===== src/rtl/eqsf_pkg.sv =====
// ----------------------------------------------------------------------------
// eqsf_pkg: shared types and constants of the quarter-ellipse span generator
//
// Field widths, internal arithmetic widths, corner code bits and the
// structs that travel between the controller, datapath and span buffer.
// ----------------------------------------------------------------------------
package eqsf_pkg;

  // Fixed field widths of the request and span items.
  localparam int COORD_W = 16;
  localparam int RAD_W   = 6;

  // Internal widths, sized for radii up to 45.
  localparam int STEP_W  = 7;   // x and y step counters
  localparam int SQ_W    = 11;  // squared radius
  localparam int PROD_W  = 18;  // squared radius times a step
  localparam int DEC_W   = 24;  // signed decision value
  localparam int CNT_W   = 7;   // spans issued, up to the span limit

  // Span limit per request.
  localparam int MAX_SPANS  = 64;
  // Radii below this draw nothing.
  localparam int MIN_RADIUS = 2;

  // Corner code bits: bit 0 set means a right corner, bit 1 a bottom corner.
  localparam int CORNER_RIGHT_BIT  = 0;
  localparam int CORNER_BOTTOM_BIT = 1;

  // One request item.
  typedef struct packed {
    logic [1:0]                corner;
    logic signed [COORD_W-1:0] anchor_x;
    logic signed [COORD_W-1:0] anchor_y;
    logic [RAD_W-1:0]          radius_x;
    logic [RAD_W-1:0]          radius_y;
    logic                      fill_index;
  } req_t;

  // One span, without its last marker.
  typedef struct packed {
    logic signed [COORD_W-1:0] span_x;
    logic signed [COORD_W-1:0] span_y;
    logic [RAD_W-1:0]          span_len;
    logic                      span_fill;
  } span_t;

  // Commands from the controller to the datapath.
  typedef struct packed {
    logic load;     // capture a new request
    logic square;   // square both radii
    logic init1;    // set up region one
    logic init2;    // set up region two
    logic step;     // one recurrence step
    logic region2;  // the step belongs to region two
  } dp_cmd_t;

  // Status from the datapath to the controller.
  typedef struct packed {
    logic small_rad;  // a radius is below the minimum
    logic cont1;      // region one loop condition holds
    logic cont2;      // region two loop condition holds
    logic cap;        // span limit reached
  } dp_stat_t;

  // Status from the span buffer to the controller.
  typedef struct packed {
    logic hold_v;      // a span waits in the hold stage
    logic can_push;    // a new span may enter this cycle
    logic can_finish;  // the held span may move out this cycle
  } buf_stat_t;

endpackage


===== src/rtl/eqsf_if.sv =====
// ----------------------------------------------------------------------------
// eqsf_if: request and span channels
//
// Valid/ready channels; an item moves at a clock edge where both are high.
// ----------------------------------------------------------------------------
interface eqsf_req_if import eqsf_pkg::*; ();
  logic                      valid;
  logic                      ready;
  logic [1:0]                corner;
  logic signed [COORD_W-1:0] anchor_x;
  logic signed [COORD_W-1:0] anchor_y;
  logic [RAD_W-1:0]          radius_x;
  logic [RAD_W-1:0]          radius_y;
  logic                      fill_index;

  modport source (
    output valid, corner, anchor_x, anchor_y, radius_x, radius_y, fill_index,
    input  ready
  );
  modport sink (
    input  valid, corner, anchor_x, anchor_y, radius_x, radius_y, fill_index,
    output ready
  );
endinterface

interface eqsf_span_if import eqsf_pkg::*; ();
  logic                      valid;
  logic                      ready;
  logic signed [COORD_W-1:0] span_x;
  logic signed [COORD_W-1:0] span_y;
  logic [RAD_W-1:0]          span_len;
  logic                      span_fill;
  logic                      last_span;

  modport source (
    output valid, span_x, span_y, span_len, span_fill, last_span,
    input  ready
  );
  modport sink (
    input  valid, span_x, span_y, span_len, span_fill, last_span,
    output ready
  );
endinterface


===== src/rtl/eqsf_dp.sv =====
// ----------------------------------------------------------------------------
// eqsf_dp: midpoint ellipse datapath
//
// Holds the request, the squared radii, the x/y steps, their running
// products with the squared radii and the decision value. The products are
// kept incrementally so that a step needs adds only.
// ----------------------------------------------------------------------------
module eqsf_dp import eqsf_pkg::*; #(
  parameter int MAX_RADIUS = 40
) (
  input  logic     clk,
  input  logic     rst_n,
  input  req_t     req,
  input  dp_cmd_t  cmd,
  output dp_stat_t stat,
  output logic     push,
  output span_t    push_span
);

  logic [RAD_W-1:0]          rx_r, ry_r;
  logic [SQ_W-1:0]           rx2_r, ry2_r;
  logic [STEP_W-1:0]         x_r, y_r;
  logic [PROD_W-1:0]         px_r, py_r;
  logic signed [DEC_W-1:0]   s_r;
  logic [CNT_W-1:0]          cnt_r;
  logic signed [COORD_W-1:0] cx_r, cy_r;
  logic                      right_r, bottom_r, fill_r;

  logic [RAD_W-1:0]          rx_sat, ry_sat;
  logic [SQ_W-1:0]           rx_sq, ry_sq;
  logic [PROD_W-1:0]         mul_a, mul_b, mul_p;
  logic signed [DEC_W-1:0]   e_rx2, e_ry2, e_px, e_py, e_mul, s_init, s_step, s_adj;
  logic                      s_pos;
  logic [COORD_W-1:0]        x_ext, y_ext;

  // Saturate the radii to the supported maximum.
  always_comb begin
    rx_sat = (req.radius_x > RAD_W'(MAX_RADIUS)) ? RAD_W'(MAX_RADIUS) : req.radius_x;
    ry_sat = (req.radius_y > RAD_W'(MAX_RADIUS)) ? RAD_W'(MAX_RADIUS) : req.radius_y;
  end

  // Held radii widened to the squared-radius width.
  always_comb begin
    rx_sq = SQ_W'(rx_r);
    ry_sq = SQ_W'(ry_r);
  end

  // Shared multiplier for the region start products.
  always_comb begin
    mul_a = cmd.init1 ? PROD_W'(rx2_r) : PROD_W'(ry2_r);
    mul_b = cmd.init1 ? PROD_W'(ry_r)  : PROD_W'(rx_r);
    mul_p = mul_a * mul_b;
  end

  // Signed views of the unsigned terms.
  always_comb begin
    e_rx2 = signed'(DEC_W'(rx2_r));
    e_ry2 = signed'(DEC_W'(ry2_r));
    e_px  = signed'(DEC_W'(px_r));
    e_py  = signed'(DEC_W'(py_r));
    e_mul = signed'(DEC_W'(mul_p));
    s_pos = ~s_r[DEC_W-1];
  end

  // Region start decision: 2*b2 + a2 - 2*a2*r, with the roles of the axes
  // swapped in region two.
  always_comb begin
    if (cmd.init1) begin
      s_init = (e_ry2 <<< 1) + e_rx2 - (e_mul <<< 1);
    end else begin
      s_init = (e_rx2 <<< 1) + e_ry2 - (e_mul <<< 1);
    end
  end

  // Decision update of one step. The terms 4*a2*(1-v) and b2*(4*u+6) are
  // formed from the running products of the old steps.
  always_comb begin
    if (cmd.region2) begin
      s_adj  = s_pos ? ((e_ry2 <<< 2) - (e_px <<< 2)) : '0;
      s_step = s_r + s_adj + (e_py <<< 2) + (e_rx2 <<< 2) + (e_rx2 <<< 1);
    end else begin
      s_adj  = s_pos ? ((e_rx2 <<< 2) - (e_py <<< 2)) : '0;
      s_step = s_r + s_adj + (e_px <<< 2) + (e_ry2 <<< 2) + (e_ry2 <<< 1);
    end
  end

  // Request and arithmetic registers.
  always_ff @(posedge clk) begin
    if (cmd.load) begin
      rx_r     <= rx_sat;
      ry_r     <= ry_sat;
      cx_r     <= req.anchor_x;
      cy_r     <= req.anchor_y;
      right_r  <= req.corner[CORNER_RIGHT_BIT];
      bottom_r <= req.corner[CORNER_BOTTOM_BIT];
      fill_r   <= req.fill_index;
    end
    if (cmd.square) begin
      rx2_r <= rx_sq * rx_sq;
      ry2_r <= ry_sq * ry_sq;
    end
    if (cmd.init1) begin
      x_r  <= '0;
      y_r  <= STEP_W'(ry_r);
      px_r <= '0;
      py_r <= mul_p;
      s_r  <= s_init;
    end else if (cmd.init2) begin
      x_r  <= STEP_W'(rx_r);
      y_r  <= '0;
      px_r <= mul_p;
      py_r <= '0;
      s_r  <= s_init;
    end else if (cmd.step) begin
      s_r <= s_step;
      if (cmd.region2) begin
        y_r  <= y_r + 1'b1;
        py_r <= py_r + PROD_W'(rx2_r);
        if (s_pos) begin
          x_r  <= x_r - 1'b1;
          px_r <= px_r - PROD_W'(ry2_r);
        end
      end else begin
        x_r  <= x_r + 1'b1;
        px_r <= px_r + PROD_W'(ry2_r);
        if (s_pos) begin
          y_r  <= y_r - 1'b1;
          py_r <= py_r - PROD_W'(rx2_r);
        end
      end
    end
  end

  // Span count of the current request.
  always_ff @(posedge clk) begin
    if (!rst_n) begin
      cnt_r <= '0;
    end else if (cmd.load) begin
      cnt_r <= '0;
    end else if (push) begin
      cnt_r <= cnt_r + 1'b1;
    end
  end

  // Span of the current step; a span of length zero is dropped.
  always_comb begin
    x_ext = COORD_W'(x_r);
    y_ext = COORD_W'(y_r);
    push  = cmd.step && (x_r != '0);
    push_span.span_x    = right_r ? cx_r : signed'(cx_r - x_ext);
    push_span.span_y    = bottom_r ? signed'(cy_r + y_ext - 1'b1) : signed'(cy_r - y_ext);
    push_span.span_len  = x_r[RAD_W-1:0];
    push_span.span_fill = fill_r;
  end

  // Status for the controller.
  always_comb begin
    stat.small_rad = (rx_r < RAD_W'(MIN_RADIUS)) || (ry_r < RAD_W'(MIN_RADIUS));
    stat.cont1     = px_r <= py_r;
    stat.cont2     = py_r <= px_r;
    stat.cap       = cnt_r == CNT_W'(MAX_SPANS);
  end

endmodule


===== src/rtl/eqsf_span_buf.sv =====
// ----------------------------------------------------------------------------
// eqsf_span_buf: span hold stage and output register
//
// A span waits in the hold stage until the next one arrives or the walk
// ends, so the final span of a request can be marked last. The output
// register parts the walk from the consumer.
// ----------------------------------------------------------------------------
module eqsf_span_buf import eqsf_pkg::*; (
  input  logic      clk,
  input  logic      rst_n,
  input  logic      push,
  input  span_t     push_span,
  input  logic      finish,
  output buf_stat_t stat,
  eqsf_span_if.source out_span
);

  span_t hold_r, out_r;
  logic  hold_v_r, hold_v_nxt;
  logic  out_v_r, out_v_nxt;
  logic  out_last_r;
  logic  move;

  // A held span moves out when a newer one replaces it or the walk ends.
  assign move = (push && hold_v_r) || finish;

  // Valid flags of both stages.
  always_comb begin
    out_v_nxt  = out_v_r && !out_span.ready;
    hold_v_nxt = hold_v_r;
    if (push) begin
      hold_v_nxt = 1'b1;
    end
    if (finish) begin
      hold_v_nxt = 1'b0;
    end
    if (move) begin
      out_v_nxt = 1'b1;
    end
  end

  always_ff @(posedge clk) begin
    if (!rst_n) begin
      hold_v_r <= 1'b0;
      out_v_r  <= 1'b0;
    end else begin
      hold_v_r <= hold_v_nxt;
      out_v_r  <= out_v_nxt;
    end
  end

  // Span payloads.
  always_ff @(posedge clk) begin
    if (push) begin
      hold_r <= push_span;
    end
    if (move) begin
      out_r      <= hold_r;
      out_last_r <= finish;
    end
  end

  // Status toward the controller.
  always_comb begin
    stat.hold_v     = hold_v_r;
    stat.can_push   = !(hold_v_r && out_v_r && !out_span.ready);
    stat.can_finish = !out_v_r || out_span.ready;
  end

  assign out_span.valid     = out_v_r;
  assign out_span.span_x    = out_r.span_x;
  assign out_span.span_y    = out_r.span_y;
  assign out_span.span_len  = out_r.span_len;
  assign out_span.span_fill = out_r.span_fill;
  assign out_span.last_span = out_last_r;

  // A span never enters while the held one has nowhere to go.
  a_push_room: assert property (@(posedge clk) disable iff (!rst_n)
    push |-> stat.can_push)
    else $error("span pushed while both stages are full");

  // The walk ends only with a span held and no new span arriving.
  a_finish_held: assert property (@(posedge clk) disable iff (!rst_n)
    finish |-> (hold_v_r && !push && stat.can_finish))
    else $error("finish without a movable held span");

endmodule


===== src/rtl/eqsf_ctrl.sv =====
// ----------------------------------------------------------------------------
// eqsf_ctrl: walk controller
//
// Sequences setup, region one, region two and the final flush of a request,
// and stalls the walk while the span buffer is full.
// ----------------------------------------------------------------------------
module eqsf_ctrl import eqsf_pkg::*; (
  input  logic      clk,
  input  logic      rst_n,
  input  logic      in_valid,
  output logic      in_ready,
  input  dp_stat_t  dp_stat,
  input  buf_stat_t buf_stat,
  output dp_cmd_t   cmd,
  output logic      finish
);

  typedef enum logic [6:0] {
    S_IDLE   = 7'b0000001,
    S_SQUARE = 7'b0000010,
    S_INIT1  = 7'b0000100,
    S_WALK1  = 7'b0001000,
    S_INIT2  = 7'b0010000,
    S_WALK2  = 7'b0100000,
    S_FLUSH  = 7'b1000000
  } state_t;

  state_t state_r, state_nxt;

  // Next state and commands.
  always_comb begin
    state_nxt = state_r;
    cmd       = '0;
    finish    = 1'b0;
    in_ready  = 1'b0;
    unique case (state_r)
      S_IDLE: begin
        in_ready = 1'b1;
        if (in_valid) begin
          cmd.load  = 1'b1;
          state_nxt = S_SQUARE;
        end
      end
      S_SQUARE: begin
        cmd.square = 1'b1;
        state_nxt  = dp_stat.small_rad ? S_IDLE : S_INIT1;
      end
      S_INIT1: begin
        cmd.init1 = 1'b1;
        state_nxt = S_WALK1;
      end
      S_WALK1: begin
        if (dp_stat.cap) begin
          state_nxt = S_FLUSH;
        end else if (!dp_stat.cont1) begin
          state_nxt = S_INIT2;
        end else begin
          cmd.step = buf_stat.can_push;
        end
      end
      S_INIT2: begin
        cmd.init2 = 1'b1;
        state_nxt = S_WALK2;
      end
      S_WALK2: begin
        cmd.region2 = 1'b1;
        if (dp_stat.cap || !dp_stat.cont2) begin
          state_nxt = S_FLUSH;
        end else begin
          cmd.step = buf_stat.can_push;
        end
      end
      S_FLUSH: begin
        // Mark the held span last once the output register can take it.
        if (!buf_stat.hold_v) begin
          state_nxt = S_IDLE;
        end else if (buf_stat.can_finish) begin
          finish    = 1'b1;
          state_nxt = S_IDLE;
        end
      end
      default: begin
        state_nxt = S_IDLE;
      end
    endcase
  end

  always_ff @(posedge clk) begin
    if (!rst_n) begin
      state_r <= S_IDLE;
    end else begin
      state_r <= state_nxt;
    end
  end

  // An accepted request always starts with the squaring cycle.
  a_accept_square: assert property (@(posedge clk) disable iff (!rst_n)
    (in_valid && in_ready) |=> (state_r == S_SQUARE))
    else $error("accepted request did not start setup");

  // Recurrence steps happen only while walking a region.
  a_step_walk: assert property (@(posedge clk) disable iff (!rst_n)
    cmd.step |-> ((state_r == S_WALK1) || (state_r == S_WALK2)))
    else $error("step issued outside a walk");

endmodule


===== src/rtl/ellipse_quadrant_span_fill.sv =====
// ----------------------------------------------------------------------------
// ellipse_quadrant_span_fill: quarter-ellipse horizontal span generator
//
// A request selects a corner, an anchor point, two radii and a fill index.
// The block walks the two-region integer midpoint ellipse recurrence and
// returns one span per step of nonzero length, the final one marked last.
//
// A request is taken in the idle state; the block then squares the radii,
// sets up region one, walks the recurrence steps of region one until it sees
// that region end, sets up region two, walks the steps of region two until
// it sees that region end, and releases the final span. The two regions
// together take about sqrt(rx^2 + ry^2) + 2 recurrence steps. A single step
// unit updates the decision value once per cycle while no step waits. A step
// waits while both span stages are full, and the release waits until the
// output register is free. Radii above MAX_RADIUS are clamped; a radius below
// 2 returns no span, and the controller goes from the squaring state straight
// back to idle, where the next request can be taken. A new request is taken
// once the previous walk has ended, while its last span may still wait in
// the output register. At most 64 spans are returned per request.
// ----------------------------------------------------------------------------
module ellipse_quadrant_span_fill import eqsf_pkg::*; #(
  parameter int MAX_RADIUS = 40
) (
  input  logic clk,
  input  logic rst_n,
  eqsf_req_if.sink    in_req,
  eqsf_span_if.source out_span
);

  req_t      req;
  dp_cmd_t   cmd;
  dp_stat_t  dp_stat;
  buf_stat_t buf_stat;
  logic      in_ready;
  logic      finish;
  logic      push;
  span_t     push_span;

  // Gather the request fields.
  always_comb begin
    req.corner     = in_req.corner;
    req.anchor_x   = in_req.anchor_x;
    req.anchor_y   = in_req.anchor_y;
    req.radius_x   = in_req.radius_x;
    req.radius_y   = in_req.radius_y;
    req.fill_index = in_req.fill_index;
  end

  assign in_req.ready = in_ready;

  eqsf_ctrl u_ctrl (
    .clk      (clk),
    .rst_n    (rst_n),
    .in_valid (in_req.valid),
    .in_ready (in_ready),
    .dp_stat  (dp_stat),
    .buf_stat (buf_stat),
    .cmd      (cmd),
    .finish   (finish)
  );

  eqsf_dp #(
    .MAX_RADIUS (MAX_RADIUS)
  ) u_dp (
    .clk       (clk),
    .rst_n     (rst_n),
    .req       (req),
    .cmd       (cmd),
    .stat      (dp_stat),
    .push      (push),
    .push_span (push_span)
  );

  eqsf_span_buf u_buf (
    .clk       (clk),
    .rst_n     (rst_n),
    .push      (push),
    .push_span (push_span),
    .finish    (finish),
    .stat      (buf_stat),
    .out_span  (out_span)
  );

endmodule


===== src/flat_wrapper.sv =====
// flat-port wrapper written by rule: the top's interface ports become plain ports
module ellipse_quadrant_span_fill_flat import eqsf_pkg::*;
#(
  parameter int MAX_RADIUS = 40
)
  (clk, rst_n, in_req_valid, in_req_corner, in_req_anchor_x, in_req_anchor_y, in_req_radius_x, in_req_radius_y, in_req_fill_index, in_req_ready, out_span_valid, out_span_span_x, out_span_span_y, out_span_span_len, out_span_span_fill, out_span_last_span, out_span_ready);
  eqsf_req_if in_req_i ();
  eqsf_span_if out_span_i ();
  input  logic clk;
  input  logic rst_n;
  input wire logic [$bits(in_req_i.valid)-1:0] in_req_valid;
  input wire logic [$bits(in_req_i.corner)-1:0] in_req_corner;
  input wire logic [$bits(in_req_i.anchor_x)-1:0] in_req_anchor_x;
  input wire logic [$bits(in_req_i.anchor_y)-1:0] in_req_anchor_y;
  input wire logic [$bits(in_req_i.radius_x)-1:0] in_req_radius_x;
  input wire logic [$bits(in_req_i.radius_y)-1:0] in_req_radius_y;
  input wire logic [$bits(in_req_i.fill_index)-1:0] in_req_fill_index;
  output wire logic [$bits(in_req_i.ready)-1:0] in_req_ready;
  output wire logic [$bits(out_span_i.valid)-1:0] out_span_valid;
  output wire logic [$bits(out_span_i.span_x)-1:0] out_span_span_x;
  output wire logic [$bits(out_span_i.span_y)-1:0] out_span_span_y;
  output wire logic [$bits(out_span_i.span_len)-1:0] out_span_span_len;
  output wire logic [$bits(out_span_i.span_fill)-1:0] out_span_span_fill;
  output wire logic [$bits(out_span_i.last_span)-1:0] out_span_last_span;
  input wire logic [$bits(out_span_i.ready)-1:0] out_span_ready;
  assign in_req_i.valid = in_req_valid;
  assign in_req_i.corner = in_req_corner;
  assign in_req_i.anchor_x = in_req_anchor_x;
  assign in_req_i.anchor_y = in_req_anchor_y;
  assign in_req_i.radius_x = in_req_radius_x;
  assign in_req_i.radius_y = in_req_radius_y;
  assign in_req_i.fill_index = in_req_fill_index;
  assign in_req_ready = in_req_i.ready;
  assign out_span_valid = out_span_i.valid;
  assign out_span_span_x = out_span_i.span_x;
  assign out_span_span_y = out_span_i.span_y;
  assign out_span_span_len = out_span_i.span_len;
  assign out_span_span_fill = out_span_i.span_fill;
  assign out_span_last_span = out_span_i.last_span;
  assign out_span_i.ready = out_span_ready;
  ellipse_quadrant_span_fill #(.MAX_RADIUS(MAX_RADIUS)) u_core (.clk(clk), .rst_n(rst_n), .in_req(in_req_i), .out_span(out_span_i));
endmodule

===== config.mk =====
export PLATFORM = sky130hd
export DESIGN_NAME = ellipse_quadrant_span_fill_flat
export DESIGN_NICKNAME = d
export VERILOG_FILES = /design/src/rtl/eqsf_pkg.sv /design/src/rtl/eqsf_if.sv /design/src/rtl/eqsf_dp.sv /design/src/rtl/eqsf_span_buf.sv /design/src/rtl/eqsf_ctrl.sv /design/src/rtl/ellipse_quadrant_span_fill.sv /design/src/flat_wrapper.sv
export SDC_FILE = /design/constraint.sdc
export NUM_CORES = 1
export LEC_CHECK = 0
export BUFFER_PORTS_ARGS = -buffer_cell sky130_fd_sc_hd__buf_2
export CAP_MARGIN = 20
export CORE_UTILIZATION = 30
export DETAILED_ROUTE_END_ITERATION = 8
export PLACE_DENSITY = 0.5
export SKIP_LAST_GASP = 1
export SLEW_MARGIN = 10
export SYNTH_ARGS = -nofsm -noshare
export SYNTH_HDL_FRONTEND = slang
export SYNTH_SLANG_ARGS = --single-unit

===== constraint.sdc =====
create_clock -name clk -period 21.2 [get_ports clk]
set_input_delay 2.12 -clock clk [delete_from_list [all_inputs] [get_ports clk]]
set_output_delay 2.12 -clock clk [all_outputs]
set_load 0.01 [all_outputs]

After elaboration in Yosys (flattened, before gate mapping). Index checks and enable logic that the tools add are counted.

Register bits: 238. Output and inout port bits: 42. Word-level logic and storage cells: 158.

Add/subtract/negate cells: 27. Multiply operators: 3. Magnitude comparators: 6. Eq/ne operators: 16. Multiplexer cells: 52. Bitwise gates (word level): 1. Reductions and logical operators: 24.

Operators with widths (number): 24-bit 2-to-1 mux (7); 18-bit 2-to-1 mux (9); 7-bit 2-to-1 mux (10); 7-bit one-hot mux with 7 select lines (1); 24-bit by 13-bit adder with 24-bit output (2); 24-bit by 14-bit adder with 24-bit output (2); 24-bit by 21-bit adder with 24-bit output (2); 24-bit adder (2); 13-bit by 20-bit subtractor with 21-bit output (2); 13-bit by 18-bit subtractor with 19-bit output (2); 18-bit by 11-bit adder with 18-bit output (2); 18-bit less-or-equal comparator (2); 6-bit 2-to-1 mux (6); 18-bit by 11-bit subtractor with 18-bit output (2); 16-bit 2-to-1 mux (2); 16-bit by 7-bit subtractor with 16-bit output (2); 12-bit by 11-bit adder with 13-bit output (2); 6-bit by 6-bit multiplier with 11-bit output (2); 7-bit by 1-bit adder with 7-bit output (second input constant) (3); 11-bit by 6-bit multiplier with 17-bit output (1); 16-bit by 7-bit adder with 16-bit output (1); 16-bit by 1-bit subtractor with 16-bit output (second input constant) (1); 7-bit == test (second input constant) (2); 1-bit 2-to-1 mux (14); 27 further kinds (48).

Longest topological paths before layout. Gate-level depths: netlist of run 1.

Depth after elaboration: 10. Gate-level depth with buffers: 30.

Hierarchy. A second synthesis of run 1 with hierarchy kept.

Cells, all modules: 2391. Area, all modules: 23426.2 sq um.

Modules (own cells, without submodules): eqsf_dp (instances 1, cells an instance 2253, area an instance 20525.9 sq um); eqsf_span_buf (instances 1, cells an instance 89, area an instance 2477.4 sq um); eqsf_ctrl (instances 1, cells an instance 49, area an instance 422.9 sq um).

Least setup slack after synthesis of run 1. OpenSTA, ideal clock, no wires.

Path type: register to register. Start: register u_core.u_ctrl.state_r[0]. End: register u_core.u_dp.s_r[20], data pin. Arrival: 6.750 ns. Slack: 14.165 ns. Stages on the path, launching flop included: 29. Buffers on the path: 3. Period minus slack after synthesis: 7.035 ns. Cell sequence: dfxtp_1 -> nor3_1 -> nor3b_1 -> and3b_1 -> clkbuf_1 -> clkbuf_1 -> clkbuf_1 -> nand3_1 -> o31ai_1 -> fa_1 -> fa_1 -> inv_1 -> fa_1 -> inv_1 -> ha_1 -> o21ai_0 -> o21bai_1 -> a21oi_1 -> xnor2_1 -> xnor2_1 -> ha_1 -> ha_1 -> nand3_1 -> o31ai_1 -> nor3_1 -> a211oi_1 -> nor2_1 -> o41ai_4 -> o221ai_1.

Word-level cells in the longest chain between the ends: 8.

Ends and longest elaborated chain: start: declaration (line eqsf_ctrl.sv:28) `state_t state_r, state_nxt;`; start signal: assignment (line eqsf_ctrl.sv:92) `state_r <= state_nxt;`; 7-bit by 3-bit == test with 1-bit output (line eqsf_ctrl.sv:36) `unique case (state_r)`; 1-bit 2-to-1 mux (line eqsf_ctrl.sv:36); 11-bit 2-to-1 mux / 6-bit 2-to-1 mux (equally long branches) (line eqsf_dp.sv:50, eqsf_dp.sv:51); 11-bit by 6-bit multiplier with 17-bit output (line eqsf_dp.sv:52) `mul_p = mul_a * mul_b;`; 13-bit by 18-bit subtractor with 19-bit output (on tied branches) (line eqsf_dp.sv:71, eqsf_dp.sv:69); 24-bit 2-to-1 mux (line eqsf_dp.sv:68) `if (cmd.init1) begin`; 24-bit 2-to-1 mux (line eqsf_dp.sv:108) `end else if (cmd.init2) begin`; 24-bit 2-to-1 mux (*) (line eqsf_dp.sv:102) `if (cmd.init1) begin`; end signal: assignment (line eqsf_dp.sv:107) `s_r <= s_init;`; end signal: assignment (line eqsf_dp.sv:113) `s_r <= s_init;`; end signal: assignment (line eqsf_dp.sv:115) `s_r <= s_step;`; end: declaration (line eqsf_dp.sv:24) `logic signed [DEC_W-1:0] s_r;`.

Every way passes the cells marked *; elsewhere a longest branch is shown, timed or not. The select of a mux whose other input is x is not followed. A chain may end at the register's enable or synchronous reset.

Worst setup path after layout of run 1.
Start: register u_core.u_ctrl.state_r[3]. End: register u_core.u_dp.s_r[20], data pin.

The elaborated chain is that of the path after synthesis.

==> results of run 1 <==
-- kinds of logic (layout without fill, tap and decap cells) --
group | count (synthesis) | in the layout | synth area share (%)
AO/OA/AOI/OAI | 546 | 546 | 15.0
XOR/XNOR | 200 | 200 | 7.39
adder cells (fa/ha/maj) | 466 | 466 | 29.1
buffers and inverters | 347 | 435 | 5.50
flip-flops | 235 | 235 | 27.9
multiplexers | 11 | 11 | 0.473
AND/OR/NAND/NOR | 730 | 730 | 14.7
-- cell usage in the layout (no fill, tap or decap), drive strengths merged, types with 10 or more instances in the layout --
cell    instances
a211oi         29
a21o           44
a21oi         135
a22oi          10
a31oi          36
and2           28
and3           25
buf           120
clkbuf         35
clkinv         12
dfxtp          42
edfxtp        193
fa            145
ha            321
inv           262
nand2         188
nand2b         29
nand3         133
nand3b         10
nor2          170
nor2b          33
nor3           47
nor3b          11
o211ai         21
o21a           25
o21ai         128
o21bai         24
o22ai          14
o31ai          19
or3            21
xnor2         131
xor2           69
-- worst max-delay path by stage --
stage                          end  depth (start not counted)
2_1_floorplan  u_core.u_dp.s_r[20]                         28
3_3_place_gp   u_core.u_dp.s_r[22]                         26
3_5_place_dp   u_core.u_dp.s_r[20]                         26
4_1_cts        u_core.u_dp.s_r[20]                         26
5_1_grt        u_core.u_dp.s_r[20]                         26
6_report       u_core.u_dp.s_r[20]                         26
-- per-layer routing --
| layer | GRT usage (%) | share of wire [%] |
|---|---|---|
| met5 | 0 | 0 |
| met4 | 3.49 | 1.9 |
| met3 | 1.87 | 4.7 |
| met2 | 27.5 | 47 |
| met1 | 22.8 | 47 |
-- final cells by class --
class                      instances  share of cell area [%]
sequential                       235                    25.0
tap                             1040                    4.91
clock inverter                    17                   0.769
clock buffer                      35                    3.10
timing repair buffer             120                    2.53
inverter                         263                    3.72
multi-input combinational       1953                    59.9
-- power groups by stage --
stage / clock, W / sequential, W / combinational, W
floorplan: 0 / 0.000550 / 0.000791
global placement: 0 / 0.000567 / 0.00103
detailed placement: 0 / 0.000568 / 0.00105
CTS: 0.000547 / 0.000558 / 0.00106
global route: 0.000562 / 0.000560 / 0.00119
finish: 0.000533 / 0.000558 / 0.00105
-- through the flow --
stage / util, % / hold WS [ns] / total power [W] / setup slack [ns] / cell area (um2)
2_1_floorplan: - / 0.400 / 0.00134 / 14.17 / 23800
3_3_place_gp: 32.7 / 0.402 / 0.00160 / 13.09 / 25500
3_5_place_dp: 32.7 / 0.405 / 0.00161 / 12.94 / 25500
4_1_cts: 34.0 / 0.419 / 0.00216 / 12.92 / 26500
5_1_grt: 34.0 / 0.425 / 0.00231 / 12.24 / 26500
6_report: 34.0 / 0.418 / 0.00214 / 12.86 / 26500
-- state kept, by name, summed over array words and instances, names as in the netlist, 16 cells and up --
register	flops
u_core.u_buf.out_span.span_y	16
u_core.u_buf.hold_r	39
u_core.u_buf.out_span.span_x	16
u_core.u_dp.cx_r	16
u_core.u_dp.cy_r	16
u_core.u_dp.px_r	18
u_core.u_dp.py_r	18
u_core.u_dp.s_r	23
==> run_results.csv, run 1 <==
group,metric,value,unit
cells_and_area,diodes,0,
global_routing,gr-total-overflow,0,
worst_setup_path,crit_start,"u_core.u_ctrl.state_r[3]",
timing,timing.final.crit_period,8.34,ns
worst_setup_path,setup.worst_path.end_class,"flop",
placement,gp_congestion,0.888,
synthesis,synth_flop_cell,"edfxtp_1",
worst_setup_path,cpMaxStageDelayCell,"and3b_4",
cts,cts_tree,"done",
synthesis,synth_cells,2535,
cts,ctsResizeCount,0,
placement,dpl.cell_count,3611,
placement,io_buffers,92,
cells_and_area,nNetsFinal,3118,
worst_setup_path,rrSetupSlack,12.86,ns
cells_and_area,seq_area,0.00664,mm2
job,drv_cap,0,
power,intPower,0.00127,W
power,p_comb_share,49.1,%
drt,wl_per_cell,18.4,um
global_routing,grt_antenna_before_repair,1,
global_routing,grt_pass1_wl,106000,um
drt,firstDrtPassIters,5,
floorplan,io_pins,93,
cts,cts_buffers,28,
power,p_clk_share,24.9,%
drt,viasPerCell,5.08,
worst_hold_path,whs_path_depth,0,
floorplan,initial_core_util,30.5,%
worst_setup_path,cp_data_arrival_time,8.65,ns
synthesis,synth_top_area_share,24.3,%
worst_hold_path,min_to,"u_core.u_buf.out_span.span_y[5]",
timing,fin_skew,0.0154,ns
synthesis,synth.avg_cell_area,9.39,um2
timing,fin_setup_tns,0,ns
cells_and_area,fill_cells,7959,
floorplan,core,0.0780,mm2
power,power_switching,0.000868,W
worst_setup_path,critPathBufInv,3,
cts,cts_sinks,235,
synthesis,ys_types,78,
synthesis,synth_seq_cells,235,
worst_setup_path,critPathKind,"flop to flop",
timing,setup_viol,0,
drt,drc,0,
power,leakagePower,11.5,nW
run_status,status,"complete, no violations",
synthesis,yosys_warnings,0,
floorplan,rows,102,
floorplan,dieArea,0.0805,mm2
worst_setup_path,reg2reg_depth,26,
worst_setup_path,reg2reg_from,"u_core.u_ctrl.state_r[3]",
worst_setup_path,cp_top_family,"adder cells",
floorplan,die_height,284,um
power,cellPowerDensity,80.8,mW/mm2
worst_setup_path,slowest_delay,0.79,ns
timing,tightest_slew,1.03,ns
cells_and_area,multi_input_area,0.0159,mm2
power,peakVddDrop,61.0,uV
global_routing,grt_max_degree,69,
drt,ant_nets,0,
cts,cts_setup_buffers,0,
worst_hold_path,hp-class,"flop to flop",
worst_hold_path,min_from,"u_core.u_buf.hold_r[12]",
worst_setup_path,critPathMaxFanout,68,
synthesis,async_flop_share,0,%
floorplan,die_x,284,um
synthesis,synth_nets,3052,
timing,hold_violations,0,
global_routing,grt_usage,16.5,%
timing,fmax,0.120,GHz
synthesis,ys_seq_area_share,27.9,%
worst_setup_path,regToRegEndpoint,"u_core.u_dp.s_r[20]",
cts,ctsHoldBuffers,0,
cts,cts.htree.levels,1,
synthesis,synth_common_cells,"321 x ha_1, 260 x inv_1, 193 x edfxtp_1, 188 x nand2_1, 169 x nor2_1",
cells_and_area,area_growth_syn_to_layout,11.3,%
power,swShare,40.5,%
drt,via_count,18602,
synthesis,synthMostInstantiatedCell,"ha_1",
worst_setup_path,worst_setup_path_start_kind,"flop",
timing,slew_viol_final,0,
timing,rsz0062_at_grt,"false",
cts,clk_latency,0.59,ns
power,p_seq_share,26.0,%
timing,fin_crit_sh,39.3,%
drt,drt-total-wl,67500,um
cts,cts_buffer_depth,3,
synthesis,synth_area_leader_cell,"edfxtp_1",
cts,cts_root_buf,"clkbuf_16",
synthesis,yosys-top-cells-area,"edfxtp_1 24%, ha_1 17%, fa_1 12%",
placement,dp_hpwl,52000,um
global_routing,grt_pass1_vias,18596,
cells_and_area,drive_above_1_share,7.89,%
cells_and_area,fin_cells,3663,
worst_setup_path,critPathRequiredTime,21.51,ns
timing,relSlewSlack,31.5,%
synthesis,synth_area,0.0238,mm2
cts,cts.reportedPaths.clkPinSlew,0.07,ns
drt,drt-initial-drc-count,1220,
synthesis,synth_edf_count,193,
(Power assumes the default switching activity.)
==> inputs of run 2 (changes only) <==
clock period = 8.7 ns   (was 21.2 ns; I/O delays follow)
==> run 2 against run 1 <==
Via count increased by 0.58%. Clock skew grew 0.016 ns. First-iteration DRC count is 5.8% lower. Worst setup slack got worse by 12 ns. Sequential cell count is the same. Hold slack got worse by 0.0028 ns. Die area did not move. Cell count is 0.30% higher. Sequential power up 140%. Sequential share of layout area about the same.
==> run_results.csv, run 2 (synthesis gave the netlist of run 1 again) <==
group,metric,value,unit
drt,ant_nets,0,
power,peakVddDrop,193,uV
worst_setup_path,setup.worst_path.end_class,"flop",
cells_and_area,nNetsFinal,3129,
placement,io_buffers,92,
drt,viasPerCell,5.09,
cts,cts_buffers,28,
drt,wl_met3,3430,um
cells_and_area,drive_above_1_share,8.20,%
drt,top_layer_used,"met4",
timing,timing.final.crit_period,8.08,ns
power,leakagePower,11.6,nW
placement,dpl.cell_count,3622,
placement,post-place-ws,0.397,ns
worst_setup_path,critPathMaxFanout,37,
worst_setup_path,slowest_delay,0.58,ns
power,cellPowerDensity,195,mW/mm2
worst_setup_path,critPathKind,"flop to flop",
cells_and_area,layout_commonest_cell,"ha_1",
drt,wl_met2,31400,um
placement,gp_congestion,0.868,
global_routing,grt_usage,16.7,%
drt,via_count,18710,
global_routing,grt_max_degree,48,
cells_and_area,fin_cells,3674,
worst_setup_path,worst_setup_path_start_kind,"flop",
drt,wl_met1,31400,um
run_status,status,"complete, no violations",
worst_setup_path,critPathRequiredTime,8.99,ns
timing,setup_viol,0,
timing,fin_crit_sh,92.9,%
cts,cts_buffer_depth,3,
cts,clk_latency,0.61,ns
floorplan,die_x,284,um
floorplan,initial_core_util,30.5,%
drt,drt-initial-drc-count,1149,
timing,fin_skew,0.0315,ns
placement,dp_hpwl,52700,um
timing,hold_violations,0,
worst_setup_path,cp_data_arrival_time,8.38,ns
global_routing,grt_pass1_wl,107000,um
global_routing,grt_pass1_vias,18665,
cells_and_area,diodes,0,
floorplan,io_pins,93,
cells_and_area,reg_top3,"u_core.u_buf.hold_r: 39 flops, u_core.u_dp.s_r: 23 flops",
timing,fin_setup_tns,0,ns
floorplan,dieArea,0.0805,mm2
global_routing,grt_antenna_before_repair,2,
cts,cts.htree.levels,1,
cells_and_area,largest_reg_flops,39,
timing,rsz0062_at_grt,"false",
worst_setup_path,rrSetupSlack,0.62,ns
timing,relSlewSlack,34.2,%
worst_setup_path,cp_top_family,"adder cells",
job,drv_cap,0,
drt,drt-total-wl,68200,um
cts,cts_setup_buffers,0,
power,power.total,0.00518,W
drt,firstDrtPassIters,5,
timing,layout_setup_ws,0.616,ns
cells_and_area,fill_cells,7948,
floorplan,core,0.0780,mm2
cts,cts_tree,"done",
worst_setup_path,critPathBufInv,3,
drt,wl_per_cell,18.6,um
cells_and_area,final_cell_mix,"321 x ha_1, 260 x inv_1, 193 x edfxtp_1",
drt,drc,0,
timing,fmax,0.124,GHz
floorplan,rows,102,
cells_and_area,multi_input_area,0.0159,mm2
global_routing,gr-total-overflow,0,
cells_and_area,top_register,"u_core.u_buf.hold_r",
floorplan,die_height,284,um
timing,tightest_slew,0.974,ns
timing,slew_viol_final,0,
cells_and_area,area_growth_syn_to_layout,11.5,%
cells_and_area,seq_area,0.00664,mm2
cts,cts_root_buf,"clkbuf_16",
worst_setup_path,cpMaxStageDelayCell,"and3b_4",
worst_hold_path,hp-class,"flop to flop",
cts,cts_sinks,235,
cts,cts.reportedPaths.clkPinSlew,0.07,ns
==> run 2: cell types whose count changed in the layout (fill, tap and decap cells not counted), sizes merged <==
cell / delta
buf: +11
clkbuf: -5
inv: +5
clkinvlp: -2
clkinv: +2
==> run 2: what timing repair did <==
action	in CTS	in global routing
setup endpoints to repair	0	6
hold buffers	0	0
gates resized for setup	0	1
==> run 2: report_power, final <==
part	internal, W	total [W]	switching [W]
combinational	0.00106	0.00260	0.00154
clock	0.000704	0.00124	0.000535
sequential	0.00129	0.00135	0.0000620
total	0.00305	0.00518	0.00214
==> run 2: path summary, 6_finish.rpt <==
| path | startpoint | endpoint | depth (start not counted) |
|---|---|---|---|
| min | u_core.u_buf.hold_r[19] | u_core.u_buf.out_span.span_y[12] | 0 |
| min reg2reg | u_core.u_buf.hold_r[19] | u_core.u_buf.out_span.span_y[12] | 0 |
| max reg2reg | u_core.u_ctrl.state_r[0] | u_core.u_dp.s_r[20] | 26 |
| max | u_core.u_ctrl.state_r[0] | u_core.u_dp.s_r[20] | 26 |
==> run 2: area by class of cell <==
type                       count  area share, %
inverter                     263           3.72
tap                         1040           4.90
multi-input combinational   1953           59.9
clock buffer                  30           2.75
timing repair buffer         131           2.88
clock inverter                22          0.858
sequential                   235           25.0
==> run 2: worst reg2reg max path, cell delays in order (launching register included) <==
cell and delay [ns]:
dfxtp_1 0.34, nor3_1 0.25, nor3b_2 0.44, and3b_4 0.58, and3_1 0.24, a31oi_1 0.06
fa_1 0.56, inv_1 0.06, fa_1 0.53, inv_1 0.06, fa_1 0.54, inv_1 0.04
ha_1 0.33, o21ai_0 0.10, o21bai_1 0.20, a21oi_1 0.13, xnor2_1 0.56, xnor2_1 0.20
ha_1 0.25, ha_1 0.33, nand3_1 0.15, o31ai_1 0.33, nor3_1 0.10, a211oi_1 0.56
nor2_1 0.21, o41ai_4 0.41, o221ai_1 0.20
==> run 2: routing by layer <==
metal | up-vias | GRT usage [%]
li1 | 9076 | -
met1 | 9017 | 22.8
met2 | 510 | 27.4
met3 | 107 | 2.27
met4 | 0 | 4.84
met5 | - | 0
==> run 2: stage by stage <==
stage / utilization (%) / instance area [um2] / hold WS, ns
after global routing: 34.0 / 26500 / 0.424
after detailed placement: 32.8 / 25600 / 0.405
after floorplan: - / 23800 / 0.400
after global placement: 32.8 / 25600 / 0.402
after CTS: 34.0 / 26500 / 0.417
final: 34.0 / 26500 / 0.415
